===== src/rtl/core/spq_pkg.sv =====
`timescale 1ns / 1ps

package spq_pkg;

  localparam int unsigned URG_LOW  = 1;
  localparam int unsigned URG_HIGH = 5;

  localparam logic OP_ADD  = 1'b0;
  localparam logic OP_SORT = 1'b1;

  localparam logic [1:0] STATUS_ENTRY = 2'd0;
  localparam logic [1:0] STATUS_FULL  = 2'd1;
  localparam logic [1:0] STATUS_EMPTY = 2'd2;

  typedef struct packed {
    logic        op;
    logic [15:0] patient_tag;
    logic [7:0]  age;
    logic [2:0]  urgency;
  } in_item_t;

  typedef struct packed {
    logic [1:0]  status;
    logic [5:0]  position;
    logic [15:0] out_tag;
    logic [7:0]  out_age;
    logic [2:0]  out_urgency;
    logic        last;
  } out_item_t;

  // one stored entry; arrival order is the storage address
  typedef struct packed {
    logic [2:0]  urgency;
    logic [7:0]  age;
    logic [15:0] tag;
  } entry_t;

  localparam int unsigned ENTRY_W = $bits(entry_t);

  typedef enum logic [1:0] {
    ST_IDLE,
    ST_STATUS,
    ST_READ,
    ST_CHECK
  } state_e;

  // controller -> datapath
  typedef struct packed {
    logic       wr_en;
    logic       set_status;
    logic [1:0] status_code;
    logic       scan_start;
    logic       rd_en;
    logic       adv;
    logic       load_entry;
    logic       load_status;
  } cmd_t;

  // datapath -> controller
  typedef struct packed {
    logic has_space;
    logic is_empty;
    logic match;
    logic last_hit;
    logic out_free;
  } sts_t;

  function automatic logic [2:0] norm_urgency(input logic [2:0] urg);
    logic [2:0] res;
    if (urg < 3'(URG_LOW) || urg > 3'(URG_HIGH)) begin
      res = 3'(URG_LOW);
    end else begin
      res = urg;
    end
    return res;
  endfunction

endpackage


===== src/rtl/core/spq_ram.sv =====
`timescale 1ns / 1ps

module spq_ram #(
  parameter int unsigned WIDTH = 27,
  parameter int unsigned DEPTH = 32
) (
  input  logic                     clk_i,
  input  logic                     we_i,
  input  logic [$clog2(DEPTH)-1:0] waddr_i,
  input  logic [WIDTH-1:0]         wdata_i,
  input  logic                     re_i,
  input  logic [$clog2(DEPTH)-1:0] raddr_i,
  output logic [WIDTH-1:0]         rdata_o
);

  logic [WIDTH-1:0] mem_q [DEPTH];
  logic [WIDTH-1:0] rdata_q;

  always_ff @(posedge clk_i) begin
    if (we_i) begin
      mem_q[waddr_i] <= wdata_i;
    end
    if (re_i) begin
      rdata_q <= mem_q[raddr_i];
    end
  end

  assign rdata_o = rdata_q;

endmodule


===== src/rtl/core/spq_ctrl.sv =====
`timescale 1ns / 1ps

module spq_ctrl (
  input  logic          clk_i,
  input  logic          rst_ni,
  input  logic          in_valid_i,
  input  logic          in_op_i,
  output logic          in_stall_o,
  input  spq_pkg::sts_t sts_i,
  output spq_pkg::cmd_t cmd_o
);

  spq_pkg::state_e state_q, state_d;
  logic            accept;

  assign in_stall_o = (state_q != spq_pkg::ST_IDLE);
  assign accept     = in_valid_i && (state_q == spq_pkg::ST_IDLE);

  always_ff @(posedge clk_i or negedge rst_ni) begin
    if (!rst_ni) begin
      state_q <= spq_pkg::ST_IDLE;
    end else begin
      state_q <= state_d;
    end
  end

  // next state
  always_comb begin
    state_d = state_q;
    case (state_q)
      spq_pkg::ST_IDLE: begin
        if (accept) begin
          if (in_op_i == spq_pkg::OP_ADD) begin
            if (!sts_i.has_space) begin
              state_d = spq_pkg::ST_STATUS;
            end
          end else if (sts_i.is_empty) begin
            state_d = spq_pkg::ST_STATUS;
          end else begin
            state_d = spq_pkg::ST_READ;
          end
        end
      end
      spq_pkg::ST_STATUS: begin
        if (sts_i.out_free) begin
          state_d = spq_pkg::ST_IDLE;
        end
      end
      spq_pkg::ST_READ: begin
        state_d = spq_pkg::ST_CHECK;
      end
      spq_pkg::ST_CHECK: begin
        if (!sts_i.match) begin
          state_d = spq_pkg::ST_READ;
        end else if (sts_i.out_free) begin
          state_d = sts_i.last_hit ? spq_pkg::ST_IDLE : spq_pkg::ST_READ;
        end
      end
      default: begin
        state_d = spq_pkg::ST_IDLE;
      end
    endcase
  end

  // commands
  always_comb begin
    cmd_o = '0;
    case (state_q)
      spq_pkg::ST_IDLE: begin
        if (accept) begin
          if (in_op_i == spq_pkg::OP_ADD) begin
            if (sts_i.has_space) begin
              cmd_o.wr_en = 1'b1;
            end else begin
              cmd_o.set_status  = 1'b1;
              cmd_o.status_code = spq_pkg::STATUS_FULL;
            end
          end else if (sts_i.is_empty) begin
            cmd_o.set_status  = 1'b1;
            cmd_o.status_code = spq_pkg::STATUS_EMPTY;
          end else begin
            cmd_o.scan_start = 1'b1;
          end
        end
      end
      spq_pkg::ST_STATUS: begin
        cmd_o.load_status = sts_i.out_free;
      end
      spq_pkg::ST_READ: begin
        cmd_o.rd_en = 1'b1;
      end
      spq_pkg::ST_CHECK: begin
        if (!sts_i.match) begin
          cmd_o.adv = 1'b1;
        end else if (sts_i.out_free) begin
          cmd_o.load_entry = 1'b1;
          cmd_o.adv        = 1'b1;
        end
      end
      default: begin
        cmd_o = '0;
      end
    endcase
  end

endmodule


===== src/rtl/core/spq_dpath.sv =====
`timescale 1ns / 1ps

module spq_dpath #(
  parameter int unsigned MAX_ENTRIES = 32
) (
  input  logic                clk_i,
  input  logic                rst_ni,
  input  spq_pkg::in_item_t   in_item_i,
  input  logic [5:0]          limit_i,
  input  spq_pkg::cmd_t       cmd_i,
  output spq_pkg::sts_t       sts_o,
  output logic                out_valid_o,
  input  logic                out_stall_i,
  output spq_pkg::out_item_t  out_item_o
);

  localparam int unsigned AW   = (MAX_ENTRIES > 1) ? $clog2(MAX_ENTRIES) : 1;
  localparam int unsigned CW   = $clog2(MAX_ENTRIES + 1);
  localparam int unsigned CMPW = (CW > 6) ? CW : 6;
  localparam int unsigned ENTRY_WL = spq_pkg::ENTRY_W;

  logic [CW-1:0]      count_q, count_d;
  logic [CW-1:0]      emit_q, emit_d;
  logic [AW-1:0]      addr_q, addr_d;
  logic [2:0]         urg_q, urg_d;
  logic [1:0]         status_q;
  logic               out_valid_q, out_valid_d;
  spq_pkg::out_item_t out_item_q, out_item_d;

  spq_pkg::entry_t    wr_entry, rd_entry;
  logic [ENTRY_WL-1:0] rd_word;

  logic [CMPW-1:0]    cnt_ext, lim_ext, pos_ext;
  logic               pass_end;

  assign wr_entry.tag     = in_item_i.patient_tag;
  assign wr_entry.age     = in_item_i.age;
  assign wr_entry.urgency = spq_pkg::norm_urgency(in_item_i.urgency);

  spq_ram #(
    .WIDTH (ENTRY_WL),
    .DEPTH (MAX_ENTRIES)
  ) u_ram (
    .clk_i   (clk_i),
    .we_i    (cmd_i.wr_en),
    .waddr_i (count_q[AW-1:0]),
    .wdata_i (wr_entry),
    .re_i    (cmd_i.rd_en),
    .raddr_i (addr_q),
    .rdata_o (rd_word)
  );

  assign rd_entry = spq_pkg::entry_t'(rd_word);

  assign cnt_ext = CMPW'(count_q);
  assign lim_ext = CMPW'(limit_i);
  assign pos_ext = CMPW'(emit_q) + CMPW'(1);

  assign pass_end = (CW'(addr_q) == count_q - CW'(1));

  assign sts_o.has_space = (cnt_ext < lim_ext) && (cnt_ext < CMPW'(MAX_ENTRIES));
  assign sts_o.is_empty  = (count_q == '0);
  assign sts_o.match     = (rd_entry.urgency == urg_q);
  assign sts_o.last_hit  = ((emit_q + CW'(1)) == count_q);
  assign sts_o.out_free  = !out_valid_q || !out_stall_i;

  always_comb begin
    count_d = count_q;
    emit_d  = emit_q;
    addr_d  = addr_q;
    urg_d   = urg_q;
    if (cmd_i.wr_en) begin
      count_d = count_q + CW'(1);
    end
    if (cmd_i.scan_start) begin
      emit_d = '0;
      addr_d = '0;
      urg_d  = 3'(spq_pkg::URG_HIGH);
    end
    if (cmd_i.adv) begin
      if (pass_end) begin
        addr_d = '0;
        urg_d  = urg_q - 3'd1;
      end else begin
        addr_d = addr_q + AW'(1);
      end
    end
    if (cmd_i.load_entry) begin
      emit_d = emit_q + CW'(1);
    end
  end

  // output register
  always_comb begin
    out_valid_d = out_valid_q && out_stall_i;
    out_item_d  = out_item_q;
    if (cmd_i.load_entry) begin
      out_valid_d            = 1'b1;
      out_item_d.status      = spq_pkg::STATUS_ENTRY;
      out_item_d.position    = pos_ext[5:0];
      out_item_d.out_tag     = rd_entry.tag;
      out_item_d.out_age     = rd_entry.age;
      out_item_d.out_urgency = rd_entry.urgency;
      out_item_d.last        = sts_o.last_hit;
    end else if (cmd_i.load_status) begin
      out_valid_d            = 1'b1;
      out_item_d.status      = status_q;
      out_item_d.position    = '0;
      out_item_d.out_tag     = '0;
      out_item_d.out_age     = '0;
      out_item_d.out_urgency = '0;
      out_item_d.last        = 1'b1;
    end
  end

  always_ff @(posedge clk_i or negedge rst_ni) begin
    if (!rst_ni) begin
      count_q     <= '0;
      out_valid_q <= 1'b0;
    end else begin
      count_q     <= count_d;
      out_valid_q <= out_valid_d;
    end
  end

  always_ff @(posedge clk_i) begin
    emit_q     <= emit_d;
    addr_q     <= addr_d;
    urg_q      <= urg_d;
    out_item_q <= out_item_d;
    if (cmd_i.set_status) begin
      status_q <= cmd_i.status_code;
    end
  end

  assign out_valid_o = out_valid_q;
  assign out_item_o  = out_item_q;

endmodule


===== src/rtl/core/stable_priority_queue_sort_core.sv =====
`timescale 1ns / 1ps
// Stable priority queue: entries are added one per transfer and, on a sort
// transfer, streamed out by urgency (5 first) and arrival order on ties.
// Input channel: in_valid_i / in_stall_o with in_item_i (op, tag, age,
// urgency). Output channel: out_valid_o / out_stall_i with out_item_o.
// An add that fits is taken on its transfer and gives no result; adds keep
// flowing while an earlier result waits in the output register. A refused
// add (count not below queue_limit or MAX_ENTRIES) or a sort of an empty
// queue gives one status result, loaded from the ST_STATUS state. A sort
// scans the entry RAM once per urgency level, 5 down to 1; each stored entry
// visited is read from the RAM (ST_READ), then compared (ST_CHECK), and the
// scan stops at the last emitted entry. The input stalls until the sort
// finishes. When the receiver stalls, the output register holds its result
// and the scan waits on it. Reset clears the entry count and the output
// valid, and sets queue_limit (APB offset 0) to 32; RAM content is left as is.
module stable_priority_queue_sort_core #(
  parameter int unsigned MAX_ENTRIES = 32
) (
  input  logic               clk_i,
  input  logic               rst_ni,
  // APB register port
  input  logic               psel,
  input  logic               penable,
  input  logic               pwrite,
  input  logic [1:0]         paddr,
  input  logic [31:0]        pwdata,
  output logic [31:0]        prdata,
  output logic               pready,
  // input channel
  input  logic               in_valid_i,
  output logic               in_stall_o,
  input  spq_pkg::in_item_t  in_item_i,
  // output channel
  output logic               out_valid_o,
  input  logic               out_stall_i,
  output spq_pkg::out_item_t out_item_o
);

  logic [5:0]    limit_q;
  logic          cfg_wr;
  logic [1:0]    unused_addr;
  spq_pkg::cmd_t cmd;
  spq_pkg::sts_t sts;

  // single register: every word offset within the decode hits queue_limit
  assign pready      = 1'b1;
  assign cfg_wr      = psel && penable && pwrite;
  assign unused_addr = paddr;
  assign prdata      = {26'd0, limit_q};

  always_ff @(posedge clk_i or negedge rst_ni) begin
    if (!rst_ni) begin
      limit_q <= 6'd32;
    end else if (cfg_wr && (unused_addr == unused_addr)) begin
      limit_q <= pwdata[5:0];
    end
  end

  spq_ctrl u_ctrl (
    .clk_i      (clk_i),
    .rst_ni     (rst_ni),
    .in_valid_i (in_valid_i),
    .in_op_i    (in_item_i.op),
    .in_stall_o (in_stall_o),
    .sts_i      (sts),
    .cmd_o      (cmd)
  );

  spq_dpath #(
    .MAX_ENTRIES (MAX_ENTRIES)
  ) u_dpath (
    .clk_i       (clk_i),
    .rst_ni      (rst_ni),
    .in_item_i   (in_item_i),
    .limit_i     (limit_q),
    .cmd_i       (cmd),
    .sts_o       (sts),
    .out_valid_o (out_valid_o),
    .out_stall_i (out_stall_i),
    .out_item_o  (out_item_o)
  );

endmodule

===== config.mk =====
export PLATFORM = sky130hd
export DESIGN_NAME = stable_priority_queue_sort_core
export DESIGN_NICKNAME = d
export VERILOG_FILES = /design/src/rtl/core/spq_pkg.sv /design/src/rtl/core/spq_ram.sv /design/src/rtl/core/spq_ctrl.sv /design/src/rtl/core/spq_dpath.sv /design/src/rtl/core/stable_priority_queue_sort_core.sv
export SDC_FILE = /design/constraint.sdc
export NUM_CORES = 1
export LEC_CHECK = 0
export ABC_AREA = 0
export BUFFER_PORTS_ARGS = -buffer_cell sky130_fd_sc_hd__buf_4
export CAP_MARGIN = 10
export CORE_AREA = 4 4 293 295
export DETAILED_ROUTE_END_ITERATION = 8
export DIE_AREA = 0 0 297 299
export GPL_ROUTABILITY_DRIVEN = 0
export GPL_TIMING_DRIVEN = 0
export SLEW_MARGIN = 20
export SYNTH_ARGS = -nofsm -noshare
export SYNTH_HDL_FRONTEND = slang
export SYNTH_HIERARCHICAL = 1
export SYNTH_SLANG_ARGS = --single-unit

===== constraint.sdc =====
create_clock -name clk_i -period 10.7 [get_ports clk_i]
set_input_delay 2.14 -clock clk_i [delete_from_list [all_inputs] [get_ports clk_i]]
set_output_delay 2.14 -clock clk_i [all_outputs]
set_load 0.01 [all_outputs]

# ---- After elaboration in Yosys (flattened, before gate mapping)
# Memory sizes are Yosys's and may differ from the RTL's. A register that Yosys moved wholly into a read port is not among the register bits.
# Index checks and enable logic that the tools add are counted.
dict set report word_totals {
  ff_bits 67
  ram_bits 864
  input_bits 69
  out_inout_bits 71
  elab_cells 90
  memories 1
}
dict set report classes {
  addsub 5
  n_lt_le_gt_ge 4
  n_eq_ne 10
  n_mux 39
  n_reduce_logical 17
}
# name depth width rd rd_ports_with_merged_regs write_ports line_no
set memory_table {}
lappend memory_table {u_dpath.u_ram.mem_q 32 27 1 1 1 spq_ram.sv:16} ;# logic [WIDTH-1:0] mem_q [DEPTH];
# op n
set ops {}
lappend ops {{2-to-1 mux 34 bit} 2}
lappend ops {{2-to-1 mux 5 bit} 5}
lappend ops {{2-to-1 mux 3 bit} 7}
lappend ops {{2-to-1 mux 2 bit} 10}
lappend ops {{adder 6 x 1 -> 6 bit (second input constant)} 2}
lappend ops {{2-to-1 mux 1 bit} 12}
lappend ops {{2-to-1 mux 6 bit} 2}
lappend ops {{case mux 2 bit (4 select lines)} 1}
lappend ops {{nonzero test 2 bit} 4}
lappend ops {{equality test 5 x 6 -> 1 bit} 1}
lappend ops {{equality test 6 bit} 1}
lappend ops {{logical NOT 6 bit} 1}
lappend ops {{< comparator 6 bit} 1}
lappend ops {{< comparator 6 bit (second input constant)} 1}
lappend ops {{inequality test 3 bit (second input constant)} 2}
lappend ops {{subtractor 6 x 1 -> 6 bit (second input constant)} 1}
lappend ops {{adder 5 x 1 -> 5 bit (second input constant)} 1}
lappend ops {{logical AND 1 bit} 5}
lappend ops {{equality test 2 bit (second input constant)} 2}
lappend ops {{inequality test 2 x 1 -> 1 bit (second input constant)} 2}
lappend ops {{AND reduction 4 bit} 1}
lappend ops {{equality test 3 bit} 1}
lappend ops {{greater-than comparator 3 bit (second input constant)} 1}
lappend ops {{< comparator 3 x 1 -> 1 bit (second input constant)} 1}
lappend ops {{other kinds (6)} 8}

# ---- Longest topological paths before layout
dict set report logic_depth {
  ltp_word 9
  ltp_mapped 11
}

# ---- Modules after synthesis
# Netlist, hierarchy kept.
# module n_inst cells_per_inst area_per_inst_um2 seq_area_each_um2
set modules_own_cells {}
lappend modules_own_cells {spq_ram 1 1915 34491.8 26755.7}
lappend modules_own_cells {spq_dpath 1 214 2785.2 1686.6}
lappend modules_own_cells {stable_priority_queue_sort_core 1 42 439.2 151.4}
lappend modules_own_cells {spq_ctrl 1 27 188.9 50.0}

# ---- Least setup slack after synthesis
# OpenSTA, ideal clock, no wires.
dict set report synth_path {
  path_kind {input to register}
  from {input in_valid_i}
  to {memory u_dpath.u_ram.mem_q[20][0] (enable)}
  setup_ns 0.411
  arrival_ns 4.952
  required_time_ns 10.289
  setup_slack_ns 5.338
  stages 5
  cell_sequence {or3b_4 > nor3_1 > or3b_2 > clkbuf_1 > nor2_1}
}
# item line_no
set synth_lines {}
lappend synth_lines {{start, declared} stable_priority_queue_sort_core.sv:30} ;# input logic in_valid_i,
lappend synth_lines {{end, declared} spq_ram.sv:16}

==> metrics.txt <==
Design Area, Final=44,100 um2; Final Setup Violations=0; Synth Area in Adders=0.00363; Synth Instances=2,198; Worst-Margin Slew=1.24 ns; Post-synth EDFFs=938; Port Buf Inserts=84; first-pass GRT wire length=131,000 um; CP endpoint=u_dpath/u_ram/mem_q[1][7]; Psw=0.00352 W; Period minus WS final=4.89 ns; WL/cell=24.9 um; synth cell count leaders=938 x edfxtp_1, 437 x mux2i_1, 92 x nand2_1; 1st-iter DRT viols=1,369; num ports=140; area grow syn2layout=16.4%; vias in the first global route=20,300; hold crit path type=flop to flop; sequential area share after synthesis=0.756; Total Routed Length=89,700 um; Final ANT Viol Nets=0; GRT Util Overall=0.198; routed vias/inst=5.57; R2R depth=11; power after layout=0.0109 W; CTS tree=done; Synth Area in XOR/XNOR=0.00683; final-report max-slew violation count=0; hold slack=0.523 ns; share of Yosys cell area claimed by the top area cell type=0.743; Hold Fails Final Rpt=0; DIE AREA=88,800 um2; CTS Hold Bufs=0; P_leak=15.3 nW; crit path kind=input pin to flop; clk_skew=0.0219 ns; Int Power=0.00743 W; Area after DPL=41,000 um2; post-CTS setup buffers=0; CTS buffer count=97; clk buf depth=3; Yosys cell types=57; via count of the routed design=20,100; Max VDD drop=129 uV; ANT cells=0; Worst Path Max Fanout=16; mapped cell area=37,900 um2; CTS Root Cell=clkbuf_16; count leader, synth=edfxtp_1; dpl hpwl=60,200 um; Synth area leader=edfxtp_1; Post-CTS Resized=0; antenna violations before repair=2; TNS Setup=0 ns; CP arrival=5.23 ns; f_max=205 MHz; RSZ-0062 raised after global routing=no; crit end category=flop; R2R setup slack=5.98 ns; CP Launch Point=in_valid_i; mux share of post-synthesis cell area=0.117; Sink Count=958; Compound-Gate Fraction of Synth Area=0.0472; largest net degree at the start of global routing=36; Slew HR=0.171; Placed Cells=3,421; Logic pwr share=0.296; Ys Warns=6; main combinational cell family by area after synthesis=multiplexers; period utilization=0.457; sequential power share=0.407; final net count=2,520; ys flop type=edfxtp_1; Post-synth ARST share=0.0157; H-tree depth=3; clock slew seen by the registers of the worst setup and hold paths=0.06 ns; status=finished clean; Die X=297 um; simple-gate share of the synthesized area=0.0442; Clk Latency, worst-skew pair=0.65 ns; reg2reg end=u_dpath/u_ram/mem_q[1][7]; Clk pwr share=0.297; Core Footprint=83,200 um2; layout cells sized above 1=0.162; CP Data Required Time=11.04 ns; first-pass iteration count of the detailed router=5; switching part of the total=0.321; drt drc=0; floorplan row count=106; CP Launch Type=input pin; fin cells=3,600; Starting Density=0.456; Max Cap Viol=0; Die H=299 um; grt ovf=0; Syn Area/Cell=17.2 um2; synth top area cells=edfxtp_1 74%, mux2i_1 12%, a22oi_1 1.6%; worst flop-to-flop path startpoint=u_dpath/cnt_ext[0]; post-synthesis register bit count=958; Pwr per Cell Area=248 nW/um2
through the flow:
step / util / setup slack (ns)
final: 0.531 / 5.81
after global routing: 0.531 / 5.77
after CTS: 0.531 / 5.43
after detailed placement: 0.494 / 4.77
after global placement: 0.481 / 3.66
after floorplan: - / 5.34
sequential cells by signal, indices dropped and copies added, names as in the netlist:
signal / cells
u_dpath/emit_q: 6
u_dpath/out_item_o: 36
u_dpath/u_ram/mem_q: 864
u_dpath/u_ram/rdata_o: 27
u_ctrl/state_q: 2
u_dpath/out_valid_o: 1
u_dpath/addr_q: 5
u_dpath/cnt_ext: 6
limit_q: 6
u_dpath/urg_q: 3
u_dpath/status_q: 2
cell type report:
type                    instances  area (um2)
clock buffers                 125        2620
fillers                      6571       39000
well taps                    1080        1350
multi-input cells            1111        8680
flip-flops and latches        958       28600
repair buffers                118        1420
plain buffers                 141         901
clock inverters                54         473
inverters                      13        48.8
layout by cell type, fill, tap and decap left out, types with 23 or more instances in the layout:
cell type	Yosys	routed
nor3_1	31	30
a21oi_1	82	82
a31oi_1	28	28
nand3_1	88	88
nand2_1	92	92
nor2_4	1	33
a22o_1	54	54
clkbuf_16	0	99
and2_1	33	33
buf_4	57	141
a22oi_1	81	81
edfxtp_1	938	938
clkbuf_1	43	65
conb_1	2	27
mux2i_1	437	437
clkinv_1	0	23
worst min-delay path by stage:
stage          cells after the start                startpoint                endpoint
3_3_place_gp                       1          u_dpath/urg_q[0]        u_dpath/urg_q[0]
6_report                           2       u_dpath/status_q[0]  u_dpath/out_item_o[34]
4_1_cts                            2       u_dpath/status_q[0]  u_dpath/out_item_o[34]
3_5_place_dp                       2       u_dpath/status_q[0]  u_dpath/out_item_o[34]
2_1_floorplan                      2       u_dpath/status_q[0]  u_dpath/out_item_o[34]
5_1_grt                            1  u_dpath/u_ram/rdata_o[1]  u_dpath/out_item_o[13]
power by group through the flow:
stage / sequential (W) / combinational (W) / clock, W
floorplan: 0.00452 / 0.00205 / 0
global placement: 0.00453 / 0.00316 / 0
detailed placement: 0.00453 / 0.00324 / 0
CTS: 0.00446 / 0.00325 / 0.00333
global route: 0.00447 / 0.00346 / 0.00349
finish: 0.00446 / 0.00324 / 0.00325
per-layer routing:
metal / wire length (um) / track usage
met2: 44500 / 0.339
met1: 37200 / 0.257
met4: 2540 / 0.0655
met5: 28 / 0
met3: 5400 / 0.0384
critical path, stage by stage:
cell and delay (ns):
buf_4 0.08, or3b_4 0.42, nor3_2 0.50, nand3b_1 0.91, nor2_4 0.92, buf_16 0.22
cell families (layout without fill, tap and decap cells):
family	Yosys count	after routing
buffers and inverters	154	451
and+or+nand+nor	340	340
adders and majority gates	11	11
DFF	958	958
xor gates and xnor gates	28	28
AOI/OAI and AO/OA	262	262
muxes	443	443
other	2	27
Note: power is estimated with default switching activity, not from simulation.
